$ cat src/rtl/stt_pkg.sv
// Package for the software timer table: sizes, command codes, status codes and entry layout.
package stt_pkg;

    localparam int NUM_TIMERS = 16;
    localparam int TIME_BITS  = 48;
    localparam int PERIOD_W   = 32;
    localparam int MASK_W     = 16;
    localparam int IDX_W      = (NUM_TIMERS > 1) ? $clog2(NUM_TIMERS) : 1;
    localparam int CNT_W      = $clog2(NUM_TIMERS + 1);
    localparam int ENTRY_W    = 1 + PERIOD_W + TIME_BITS;

    localparam int MODE_W   = 3;
    localparam int ID_W     = 4;
    localparam int STATUS_W = 2;
    localparam int NEWID_W  = 4;
    localparam int IN_W     = 88;   // 87 bits of fields, padded to bytes
    localparam int OUT_W    = 120;  // 119 bits of fields, padded to bytes

    typedef enum logic [MODE_W-1:0] {
        MODE_CREATE_ONE = 3'd0,
        MODE_CREATE_REP = 3'd1,
        MODE_STOP       = 3'd2,
        MODE_FIRE       = 3'd3,
        MODE_REFRESH    = 3'd4,
        MODE_REFRESH_AL = 3'd5,
        MODE_QUERY      = 3'd6,
        MODE_UNUSED     = 3'd7
    } t_mode;

    typedef enum logic [STATUS_W-1:0] {
        ST_OK     = 2'd0,
        ST_FULL   = 2'd1,
        ST_BADIDX = 2'd2
    } t_status;

    // Per-entry RAM contents; the active flags live in flops.
    typedef struct packed {
        logic                 reload;
        logic [PERIOD_W-1:0]  period;
        logic [TIME_BITS-1:0] expiry;
    } t_entry;

endpackage

$ cat src/rtl/stt_ram.sv
// Generic simple dual-port RAM with registered read.
module stt_ram #(
    parameter int WIDTH = 8,
    parameter int DEPTH = 16
) (
    input  logic                                       i_clk,
    input  logic                                       i_we,
    input  logic [((DEPTH > 1) ? $clog2(DEPTH) : 1)-1:0] i_waddr,
    input  logic [WIDTH-1:0]                           i_wdata,
    input  logic                                       i_re,
    input  logic [((DEPTH > 1) ? $clog2(DEPTH) : 1)-1:0] i_raddr,
    output logic [WIDTH-1:0]                           o_rdata
);

    logic [WIDTH-1:0] r_mem [DEPTH];

    always_ff @(posedge i_clk) begin
        if (i_we) begin
            r_mem[i_waddr] <= i_wdata;
        end
        if (i_re) begin
            o_rdata <= r_mem[i_raddr];
        end
    end

endmodule

$ cat src/rtl/software_timer_table.sv
// Software timer table top level: command decode, entry scan over the timer RAM, result beat.
// Flow: the accepting edge starts a scan that reads each allocated slot in turn, passes each
//   entry through stage A (modify) and stage B (write back and accumulate), waits for the
//   pipeline to drain, then registers the result beat; an empty table issues no reads.
// Commands: one at a time; the next beat is taken the cycle after the result is
//   registered, and a stalled result beat holds the block in the done state until it drains.
// Reset (i_rst_n low, synchronous): count and active flags clear, no result pending.
module software_timer_table
    import stt_pkg::*;
(
    input  logic             i_clk,
    input  logic             i_rst_n,
    // command channel
    input  logic             i_s_axis_tvalid,
    output logic             o_s_axis_tready,
    input  logic [IN_W-1:0]  i_s_axis_tdata,   // mode[2:0], now[50:3], timer_id[54:51],
                                               // amount[86:55], zero[87]
    // result channel
    output logic             o_m_axis_tvalid,
    input  logic             i_m_axis_tready,
    output logic [OUT_W-1:0] o_m_axis_tdata    // status[1:0], new_id[5:2], expired_mask[21:6],
                                               // next_expiry[69:22], none_active[70],
                                               // sleep_ms[118:71], zero[119]
);

    typedef enum logic [1:0] {
        S_IDLE,
        S_SCAN,
        S_DONE
    } t_state;

    // What the scan does to the targeted entry (or all of them)
    typedef enum logic [2:0] {
        OP_QUERY,
        OP_ARM,
        OP_STOP,
        OP_REFRESH,
        OP_REFRESH_ALL
    } t_op;

    localparam logic [TIME_BITS-1:0] TIME_ONES = '1;

    // ---------------- command fields ----------------
    t_mode                in_mode;
    logic [TIME_BITS-1:0] in_now;
    logic [ID_W-1:0]      in_id;
    logic [PERIOD_W-1:0]  in_amount;

    assign in_mode   = t_mode'(i_s_axis_tdata[2:0]);
    assign in_now    = i_s_axis_tdata[50:3];
    assign in_id     = i_s_axis_tdata[54:51];
    assign in_amount = i_s_axis_tdata[86:55];

    // ---------------- registers ----------------
    t_state               r_state;
    logic [CNT_W-1:0]     r_count;
    logic [NUM_TIMERS-1:0] r_active;

    t_op                  r_op;
    logic [IDX_W-1:0]     r_tgt;
    logic                 r_arm_reload;
    logic [PERIOD_W-1:0]  r_amount;
    logic [TIME_BITS-1:0] r_now;
    t_status              r_status;
    logic [NEWID_W-1:0]   r_new_id;
    logic [CNT_W-1:0]     r_limit;

    // scan pointer and two pipeline stages behind the RAM read
    logic [CNT_W-1:0]     r_rd_idx;
    logic                 r_a_vld;
    logic [IDX_W-1:0]     r_a_idx;
    logic                 r_b_vld;
    logic [IDX_W-1:0]     r_b_idx;
    logic                 r_b_wr;
    logic                 r_b_act;
    t_entry               r_b_ent;

    // accumulators
    logic [MASK_W-1:0]    r_mask;
    logic [TIME_BITS-1:0] r_next;
    logic                 r_any;

    logic                 r_out_vld;
    logic [OUT_W-1:0]     r_out_data;

    // ---------------- handshake ----------------
    logic s_acc;
    assign o_s_axis_tready = (r_state == S_IDLE);
    assign s_acc           = i_s_axis_tvalid && o_s_axis_tready;

    assign o_m_axis_tvalid = r_out_vld;
    assign o_m_axis_tdata  = r_out_data;

    // ---------------- timer RAM ----------------
    logic             issue;
    logic             scan_done;
    logic [ENTRY_W-1:0] ram_rdata;

    assign issue     = (r_state == S_SCAN) && (r_rd_idx < r_limit);
    assign scan_done = (r_state == S_SCAN) && !issue && !r_a_vld && !r_b_vld;

    stt_ram #(
        .WIDTH (ENTRY_W),
        .DEPTH (NUM_TIMERS)
    ) u_ram (
        .i_clk   (i_clk),
        .i_we    (r_b_vld && r_b_wr),
        .i_waddr (r_b_idx),
        .i_wdata (r_b_ent),
        .i_re    (issue),
        .i_raddr (r_rd_idx[IDX_W-1:0]),
        .o_rdata (ram_rdata)
    );

    // ---------------- command decode ----------------
    t_op                n_op;
    t_status            n_status;
    logic [NEWID_W-1:0] n_new_id;
    logic [CNT_W-1:0]   n_count;
    logic [IDX_W-1:0]   n_tgt;
    logic               id_bad;

    assign id_bad = (32'(in_id) >= 32'(r_count));

    always_comb begin
        n_op     = OP_QUERY;
        n_status = ST_OK;
        n_new_id = '0;
        n_count  = r_count;
        n_tgt    = IDX_W'(in_id);
        unique case (in_mode)
            MODE_CREATE_ONE, MODE_CREATE_REP: begin
                if (32'(r_count) >= NUM_TIMERS) begin
                    n_status = ST_FULL;
                end else begin
                    n_op     = OP_ARM;
                    n_tgt    = r_count[IDX_W-1:0];
                    n_new_id = NEWID_W'(r_count);
                    n_count  = r_count + CNT_W'(1);
                end
            end
            MODE_STOP, MODE_FIRE, MODE_REFRESH: begin
                if (id_bad) begin
                    n_status = ST_BADIDX;
                end else if (in_mode == MODE_STOP) begin
                    n_op = OP_STOP;
                end else if (in_mode == MODE_FIRE) begin
                    n_op = OP_ARM;
                end else begin
                    n_op = OP_REFRESH;
                end
            end
            MODE_REFRESH_AL: n_op = OP_REFRESH_ALL;
            default:         n_op = OP_QUERY;   // query, and the unused code
        endcase
    end

    // ---------------- stage A: modify the entry just read ----------------
    t_entry               a_ent;
    logic                 a_act;
    logic                 a_hit;
    logic [PERIOD_W-1:0]  a_delay;
    logic [TIME_BITS:0]   a_sum;
    logic [TIME_BITS-1:0] a_sat;
    t_entry               n_b_ent;
    logic                 n_b_act;
    logic                 n_b_wr;

    assign a_ent   = t_entry'(ram_rdata);
    assign a_act   = r_active[r_a_idx];
    assign a_hit   = (r_op == OP_REFRESH_ALL) || ((r_a_idx == r_tgt) && (r_op != OP_QUERY));
    assign a_delay = (r_op == OP_ARM) ? r_amount : a_ent.period;
    assign a_sum   = {1'b0, r_now} + (TIME_BITS + 1)'(a_delay);
    assign a_sat   = a_sum[TIME_BITS] ? TIME_ONES : a_sum[TIME_BITS-1:0];  // saturating add

    always_comb begin
        n_b_ent = a_ent;
        n_b_act = a_act;
        n_b_wr  = 1'b0;
        if (a_hit) begin
            unique case (r_op)
                OP_ARM: begin
                    n_b_ent.reload = r_arm_reload;
                    n_b_ent.period = r_arm_reload ? r_amount : '0;
                    n_b_ent.expiry = a_sat;
                    n_b_act        = 1'b1;
                    n_b_wr         = 1'b1;
                end
                OP_STOP: begin
                    n_b_act = 1'b0;
                    n_b_wr  = 1'b1;
                end
                OP_REFRESH, OP_REFRESH_ALL: begin
                    if (a_act) begin
                        if (a_ent.reload && (a_ent.period != '0)) begin
                            n_b_ent.expiry = a_sat;
                            n_b_wr         = 1'b1;
                        end else if (r_now > a_ent.expiry) begin
                            n_b_act = 1'b0;
                            n_b_wr  = 1'b1;
                        end
                    end
                end
                default: ;
            endcase
        end
    end

    // ---------------- result ----------------
    logic [TIME_BITS-1:0] n_sleep;
    logic [TIME_BITS-1:0] n_next_out;
    logic [OUT_W-1:0]     n_out_data;

    always_comb begin
        if (!r_any) begin
            n_sleep    = TIME_ONES;
            n_next_out = TIME_ONES;
        end else begin
            n_next_out = r_next;
            n_sleep    = (r_next <= r_now) ? '0 : (r_next - r_now);
        end
        n_out_data = {1'b0, n_sleep, !r_any, n_next_out, r_mask, r_new_id, r_status};
    end

    // ---------------- sequencer ----------------
    always_ff @(posedge i_clk) begin
        if (!i_rst_n) begin
            r_state   <= S_IDLE;
            r_count   <= '0;
            r_active  <= '0;
            r_rd_idx  <= '0;
            r_a_vld   <= 1'b0;
            r_b_vld   <= 1'b0;
            r_out_vld <= 1'b0;
        end else begin
            // the done state reloads the beat itself when it drains
            if (r_out_vld && i_m_axis_tready && (r_state != S_DONE)) begin
                r_out_vld <= 1'b0;
            end

            // pipeline: read -> modify -> write back and accumulate
            r_a_vld <= issue;
            r_a_idx <= r_rd_idx[IDX_W-1:0];
            if (issue) begin
                r_rd_idx <= r_rd_idx + CNT_W'(1);
            end
            r_b_vld <= r_a_vld;
            r_b_idx <= r_a_idx;
            r_b_ent <= n_b_ent;
            r_b_act <= n_b_act;
            r_b_wr  <= n_b_wr;

            if (r_b_vld) begin
                if (r_b_wr) begin
                    r_active[r_b_idx] <= r_b_act;
                end
                for (int k = 0; k < MASK_W; k++) begin
                    if ((int'(r_b_idx) == k) && (r_now >= r_b_ent.expiry)) begin
                        r_mask[k] <= 1'b1;
                    end
                end
                if (r_b_act) begin
                    if (!r_any || (r_b_ent.expiry < r_next)) begin
                        r_next <= r_b_ent.expiry;
                    end
                    r_any <= 1'b1;
                end
            end

            unique case (r_state)
                S_IDLE: begin
                    if (s_acc) begin
                        r_op         <= n_op;
                        r_tgt        <= n_tgt;
                        r_arm_reload <= (in_mode == MODE_CREATE_REP);
                        r_amount     <= in_amount;
                        r_now        <= in_now;
                        r_status     <= n_status;
                        r_new_id     <= n_new_id;
                        r_count      <= n_count;
                        r_limit      <= n_count;
                        r_rd_idx     <= '0;
                        r_mask       <= '0;
                        r_next       <= TIME_ONES;
                        r_any        <= 1'b0;
                        r_state      <= S_SCAN;
                    end
                end
                S_SCAN: begin
                    if (scan_done) begin
                        r_state <= S_DONE;
                    end
                end
                S_DONE: begin
                    if (!r_out_vld || i_m_axis_tready) begin
                        r_out_data <= n_out_data;
                        r_out_vld  <= 1'b1;
                        r_state    <= S_IDLE;
                    end
                end
                default: r_state <= S_IDLE;
            endcase
        end
    end

    // ---------------- assertions ----------------
    a_count_range: assert property (@(posedge i_clk) disable iff (!i_rst_n)
        32'(r_count) <= NUM_TIMERS)
        else $error("timer count beyond table size");

    a_wr_allocated: assert property (@(posedge i_clk) disable iff (!i_rst_n)
        (r_b_vld && r_b_wr) |-> (32'(r_b_idx) < 32'(r_count)))
        else $error("write back to an unallocated slot");

    a_idle_quiet: assert property (@(posedge i_clk) disable iff (!i_rst_n)
        (r_state == S_IDLE) |-> (!r_a_vld && !r_b_vld))
        else $error("scan pipeline busy while idle");

    a_accept_scans: assert property (@(posedge i_clk) disable iff (!i_rst_n)
        s_acc |=> (r_state == S_SCAN) && (r_rd_idx == '0))
        else $error("accepted command did not start a scan");

    a_result_no_drop: assert property (@(posedge i_clk) disable iff (!i_rst_n)
        (r_state == S_DONE && r_out_vld && !i_m_axis_tready) |=> (r_state == S_DONE))
        else $error("result overwrote a pending beat");

endmodule

$ cat config.mk
export PLATFORM = sky130hd
export DESIGN_NAME = software_timer_table
export DESIGN_NICKNAME = d
export VERILOG_FILES = /design/src/rtl/stt_pkg.sv /design/src/rtl/stt_ram.sv /design/src/rtl/software_timer_table.sv
export SDC_FILE = /design/constraint.sdc
export NUM_CORES = 2
export LEC_CHECK = 0
export ABC_AREA = 1
export BUFFER_PORTS_ARGS = -buffer_cell sky130_fd_sc_hd__clkbuf_2
export CORE_MARGIN = 4
export CORE_UTILIZATION = 40
export DETAILED_ROUTE_END_ITERATION = 10
export GPL_TIMING_DRIVEN = 0
export PLACE_DENSITY = 0.56
export SETUP_SLACK_MARGIN = 0.15
export SYNTH_ARGS = -nofsm -noshare
export SYNTH_HDL_FRONTEND = slang
export SYNTH_HIERARCHICAL = 1
export SYNTH_SLANG_ARGS = --single-unit
$ cat constraint.sdc
create_clock -name i_clk -period 9.9 [get_ports i_clk]
set_clock_uncertainty 0.2 [all_clocks]
set_input_delay 1.485 -clock i_clk [delete_from_list [all_inputs] [get_ports i_clk]]
set_output_delay 1.485 -clock i_clk [all_outputs]
set_load 0.05 [all_outputs]
-- Yosys cells after proc, flatten, opt, wreduce, memory -nomap -nowiden
Memory sizes are Yosys's and may differ from the RTL's. A register that Yosys moved wholly into a read port is not among the register bits.
Index checks and enable logic that the tools add are counted.
- $lt $le $gt $ge: 10
- muxes and demuxes: 75
- reduce and logical (&&, ||, !) cells: 50
- bitwise operators: 1
- add/subtract/negate cells: 4
- equal/unequal tests: 31
- operators by type and width (operator ; count):
    48-bit two-way mux ; 9
    48-bit one-hot mux with 2 select lines ; 1
    81-bit two-way mux ; 1
    32-bit two-way mux ; 2
    48-bit by 32-bit adder with 49-bit output ; 1
    48-bit greater-or-equal comparator ; 1
    48-bit > comparator ; 1
    48-bit less-or-equal comparator ; 1
    48-bit < comparator ; 1
    16-bit two-way mux ; 3
    48-bit subtractor ; 1
    1-bit two-way mux ; 36
    33-bit two-way mux ; 1
    4-bit equality test (second input constant) ; 8
    32-bit nonzero test ; 1
    1-bit logical AND ; 27
    5-bit two-way mux ; 5
    16-bit bitwise mux ; 1
    4-bit by 3-bit equality test with 1-bit output (second input constant) ; 4
    2-bit two-way mux ; 7
    3-bit by 2-bit equality test with 1-bit output (second input constant) ; 4
    5-bit by 1-bit adder with 5-bit output (second input constant) ; 2
    4-bit by 5-bit < comparator with 1-bit output (second input constant) ; 2
    3-bit equality test (second input constant) ; 3
    31 further kinds ; 48
- bits in writable memories: 1296
- input port bits: 92
- memories: 1
- bits in registers: 405
- memories (name ; words ; width ; rd ports ; clocked after memory_dff ; wr ports ; line ; source):
    u_ram.r_mem ; 16 ; 81 ; 1 ; 1 ; 1 ; stt_ram.sv:15 ; logic [WIDTH-1:0] r_mem [DEPTH];

-- Depth between registers and ports, before layout
- word-level depth: 8
- mapped depth: 28
- gate-level depth less buffers: 24

-- Modules after synthesis
Netlist, hierarchy kept.
- by module, submodules not included (module ; cells an instance ; times used ; sequential area each (µm²) ; area an instance (µm²)):
    stt_ram ; 5319 ; 1 ; 41349.7 ; 58153.3
    software_timer_table ; 3893 ; 1 ; 11851.4 ; 28934.0

-- Worst setup path after synthesis
OpenSTA, ideal clock, no wires.
- path kind: input port to flip-flop
- start: input port i_rst_n
- end: register r_out_data[0] (netlist: o_m_axis_tdata[0]), enable pin
- arrival time: 9.585 ns
- path slack: -0.629 ns
- stages on the path: 2
- required time: 8.956 ns
- buffers on the path: 0
- path through: inv_1 -> nor3_1
- word-level cells in the longest chain between the ends: 1
- RTL lines (element ; line ; source):
    start, declared ; software_timer_table.sv:12 ; input logic i_rst_n,
    3-bit AND reduction (no line) ; n/a ;
    end signal, assigned ; software_timer_table.sv:296 ; r_out_data <= n_out_data;
    end, declared ; software_timer_table.sv:84 ; logic [OUT_W-1:0] r_out_data;
Every way passes these cells.
A chain may end at the register's enable or synchronous reset.

==> results_dict.tcl <==
set metrics [dict create \
    via_count 66680 \
    grt.total_usage_pct 26.57 \
    setup_viol_count_final 0 \
    postCtsSetupRepairBufs 0 \
    postRouteAntennaNets 0 \
    timing.fmax_mhz 175.4 \
    status "complete, but fails checks" \
    holdBufCountCts 0 \
    io_buffers 211 \
    synthCells 9212 \
    synth_edf_count 1751 \
    grt_pass1_wl_microns 434300 \
    nets 10020 \
    p_leak_nw 43.50 \
    dp_hpwl_microns 224300 \
    peakVddDrop_v 0.0001595 \
    synth.distinct_cells 49 \
    synth_seq_cells 1782 \
    seq_area_frac_synth_pct 61.09 \
    synth_area_leaders "edfxtp_1 60%, nand2_1 13%, nand3_1 7.5%, inv_1 6.9%, ha_1 3.4%" \
    yosysTopAreaCell "edfxtp_1" \
    fp-row-count 171 \
    first_pass_iters 9 \
    cp.required_ns 10.28 \
    wire_per_inst_microns 23.98 \
    yosys_warnings 6 \
    synth_top_area_share_pct 60.38 \
    routed_via_density 5.246 \
    syn2layout_area_growth_pct 14.20 \
    wl_microns 304800 \
    start_util_pct 40.14 \
    grt_max_degree 86 \
    cts_tree "yes" \
    gp_congestion 0.9268 \
    drtIter0Drc 7584 \
    drc 1 \
    ys.flop_type "edfxtp_1" \
    clk_pin_slew_ns 0.06 \
    htree_levels 4 \
    die_y_microns 474.6 \
    drive_above_1_share_pct 8.905 \
    relSlewSlack_pct -2.256 \
    dp_worst_setup_slack_ns 4.390 \
    critPathCaptureType "flip-flop" \
    dpl_cell_area_sq_mm 0.09328 \
    grt_pass1_vias 62170 \
    cts_made_buffers 193 \
    clk_latency_ns 0.84 \
    report.final.slew_viol_count 11 \
    fin_tns_setup_ns 0 \
    dieArea_sq_mm 0.2252 \
    ios 214 \
    critical_path.max_fanout 10 \
    yosysMostFrequentCell "nand2_1" \
    rsz0062_at_grt "no" \
    cp-start-kind "flip-flop" \
    worstMarginPinSlew_ns 1.534 \
    finalInstanceArea_sq_mm 0.09945 \
    cts_buffer_depth 3 \
    min_period_ns 5.702 \
    dieWidth_microns 474.6 \
    syn_nets 9543 \
    synth_top_cells_by_count "2980 x nand2_1, 1751 x edfxtp_1, 1597 x inv_1, 1302 x nand3_1, 304 x nor2_1" \
    grt-ovfl-total 0 \
    setup_ws_ns 4.198 \
    cts-resized-gates 0 \
    worstSetupPathType "flip-flop to flip-flop" \
    antenna_found_initial 19 \
    cts-root-buf "clkbuf_16" \
    violations "design-rule violations, max-capacitance violations, max-slew violations" \
    syn_avg_cell_area_sq_um 9.454 \
    core_sq_mm 0.2170 \
    clock_sinks 1782 \
    fin_crit_sh_pct 57.59 \
    power_density_mw_per_mm2 178.3 \
    synth-async-reset-ratio_pct 0 \
    hp-class "flip-flop to flip-flop" \
    hold_viol 0 \
    arrival_ns 6.08 \
    syn_area_sq_mm 0.08709 \
    maxCapViolCount 1 \
]
==> power breakdown <==
group | total (mW) | leakage [nW] | switching (mW) | internal (mW)
clock | 7.08 | 3.01 | 3.07 | 4.01
combinational | 1.90 | 24.4 | 1.35 | 0.551
sequential | 8.75 | 16.1 | 0.258 | 8.49
total | 17.7 | 43.5 | 4.68 | 13.1
==> metrics by stage <==
step	std cells	total power, mW	hold slack, ns	utilization, %
4_1_cts	12700	17.82	0.2288	45.83
3_3_place_gp	12280	10.74	0.2105	42.28
3_5_place_dp	12340	10.76	0.2077	43.00
6_report	12710	17.73	0.2288	45.84
5_1_grt	12700	18.36	0.2425	45.83
2_1_floorplan	9212	9.911	0.2003	-
==> worst max-delay path: stages (launching register included) <==
cell and delay [ns]:
edfxtp_1 0.44, inv_1 0.08, nor2_1 0.05, nand2_1 0.08, clkbuf_2 0.65, clkbuf_1 0.89, nand2_1 0.20, nand2_1 0.53
ha_1 0.31, nand2_1 0.13, nor2_1 0.24, nand2_1 0.20, nor3_1 0.47, nand3_1 0.38, nand4_1 0.21, nand2_1 0.08
inv_1 0.10, nand2_1 0.07, nand2_1 0.05, nand2_1 0.04
==> final cells by class <==
type,count,area (sq um)
fill,20410,117500
sequential,1782,53200
multi-input combinational,5451,25660
inverter,1610,6058
clock buffer,246,5091
tap,2854,3571
timing repair buffer,277,2481
buffer,369,2310
clock inverter,113,1052
antenna,9,22.52
==> cells in the final DEF, fill, tap and decap left out, types with 19 or more instances in the layout <==
master | synthesis | final
clkinv_2 | 0 | 36
xnor2_1 | 38 | 38
nor2_1 | 304 | 287
dfxtp_1 | 31 | 31
nand2_1 | 2980 | 2980
buf_1 | 34 | 33
buf_4 | 24 | 25
clkbuf_2 | 0 | 212
buf_6 | 83 | 83
clkinv_1 | 1 | 46
nor3_1 | 20 | 19
clkbuf_16 | 0 | 195
buf_12 | 1 | 50
clkbuf_1 | 74 | 121
a21oi_1 | 221 | 221
nand4_1 | 64 | 64
buf_2 | 153 | 154
ha_1 | 237 | 237
o21ai_0 | 140 | 139
o21ai_1 | 19 | 20
edfxtp_1 | 1751 | 1751
inv_1 | 1597 | 1596
nand3_1 | 1302 | 1302
==> registers in the layout, indices dropped and copies added (netlist names), 5 cells and up <==
signal,flops
u_ram/r_mem,1296
o_m_axis_tdata,119
r_b_ent,81
u_ram/o_rdata,81
r_next,48
r_now,48
r_amount,32
r_active,16
r_mask,16
r_count,5
r_limit,5
r_rd_idx,5
==> layer usage <==
metal  part of all wire, %  vias to the layer above  GRT usage [%]
met2                    44                     2889          40.51
met4                   3.1                        6          8.013
met5                 0.013                        -              0
met1                    45                    32400          39.30
li1                      -                    30960              -
met3                   8.1                      429          3.765
==> cell families after synthesis <==
logic type | count (synthesis) | synth area share [%]
compound gates | 433 | 2.618
buf+inv | 1979 | 9.602
xor+xnor | 52 | 0.5230
other cells | 1 | 0.004306
flops | 1782 | 61.09
fa+ha+maj | 239 | 3.451
simple gates | 4726 | 22.71
==> worst paths after layout <==
check | from | end | slack [ns] | depth (start not counted)
hold reg to reg | r_new_id[3] | o_m_axis_tdata[5] | 0.23 | 0
setup reg to reg | r_op[0] | r_b_ent[42] | 4.20 | 19
hold / removal | r_new_id[3] | o_m_axis_tdata[5] | 0.23 | 0
setup / recovery | r_op[0] | r_b_ent[42] | 4.20 | 19
Power figures use the tool's default switching activity.
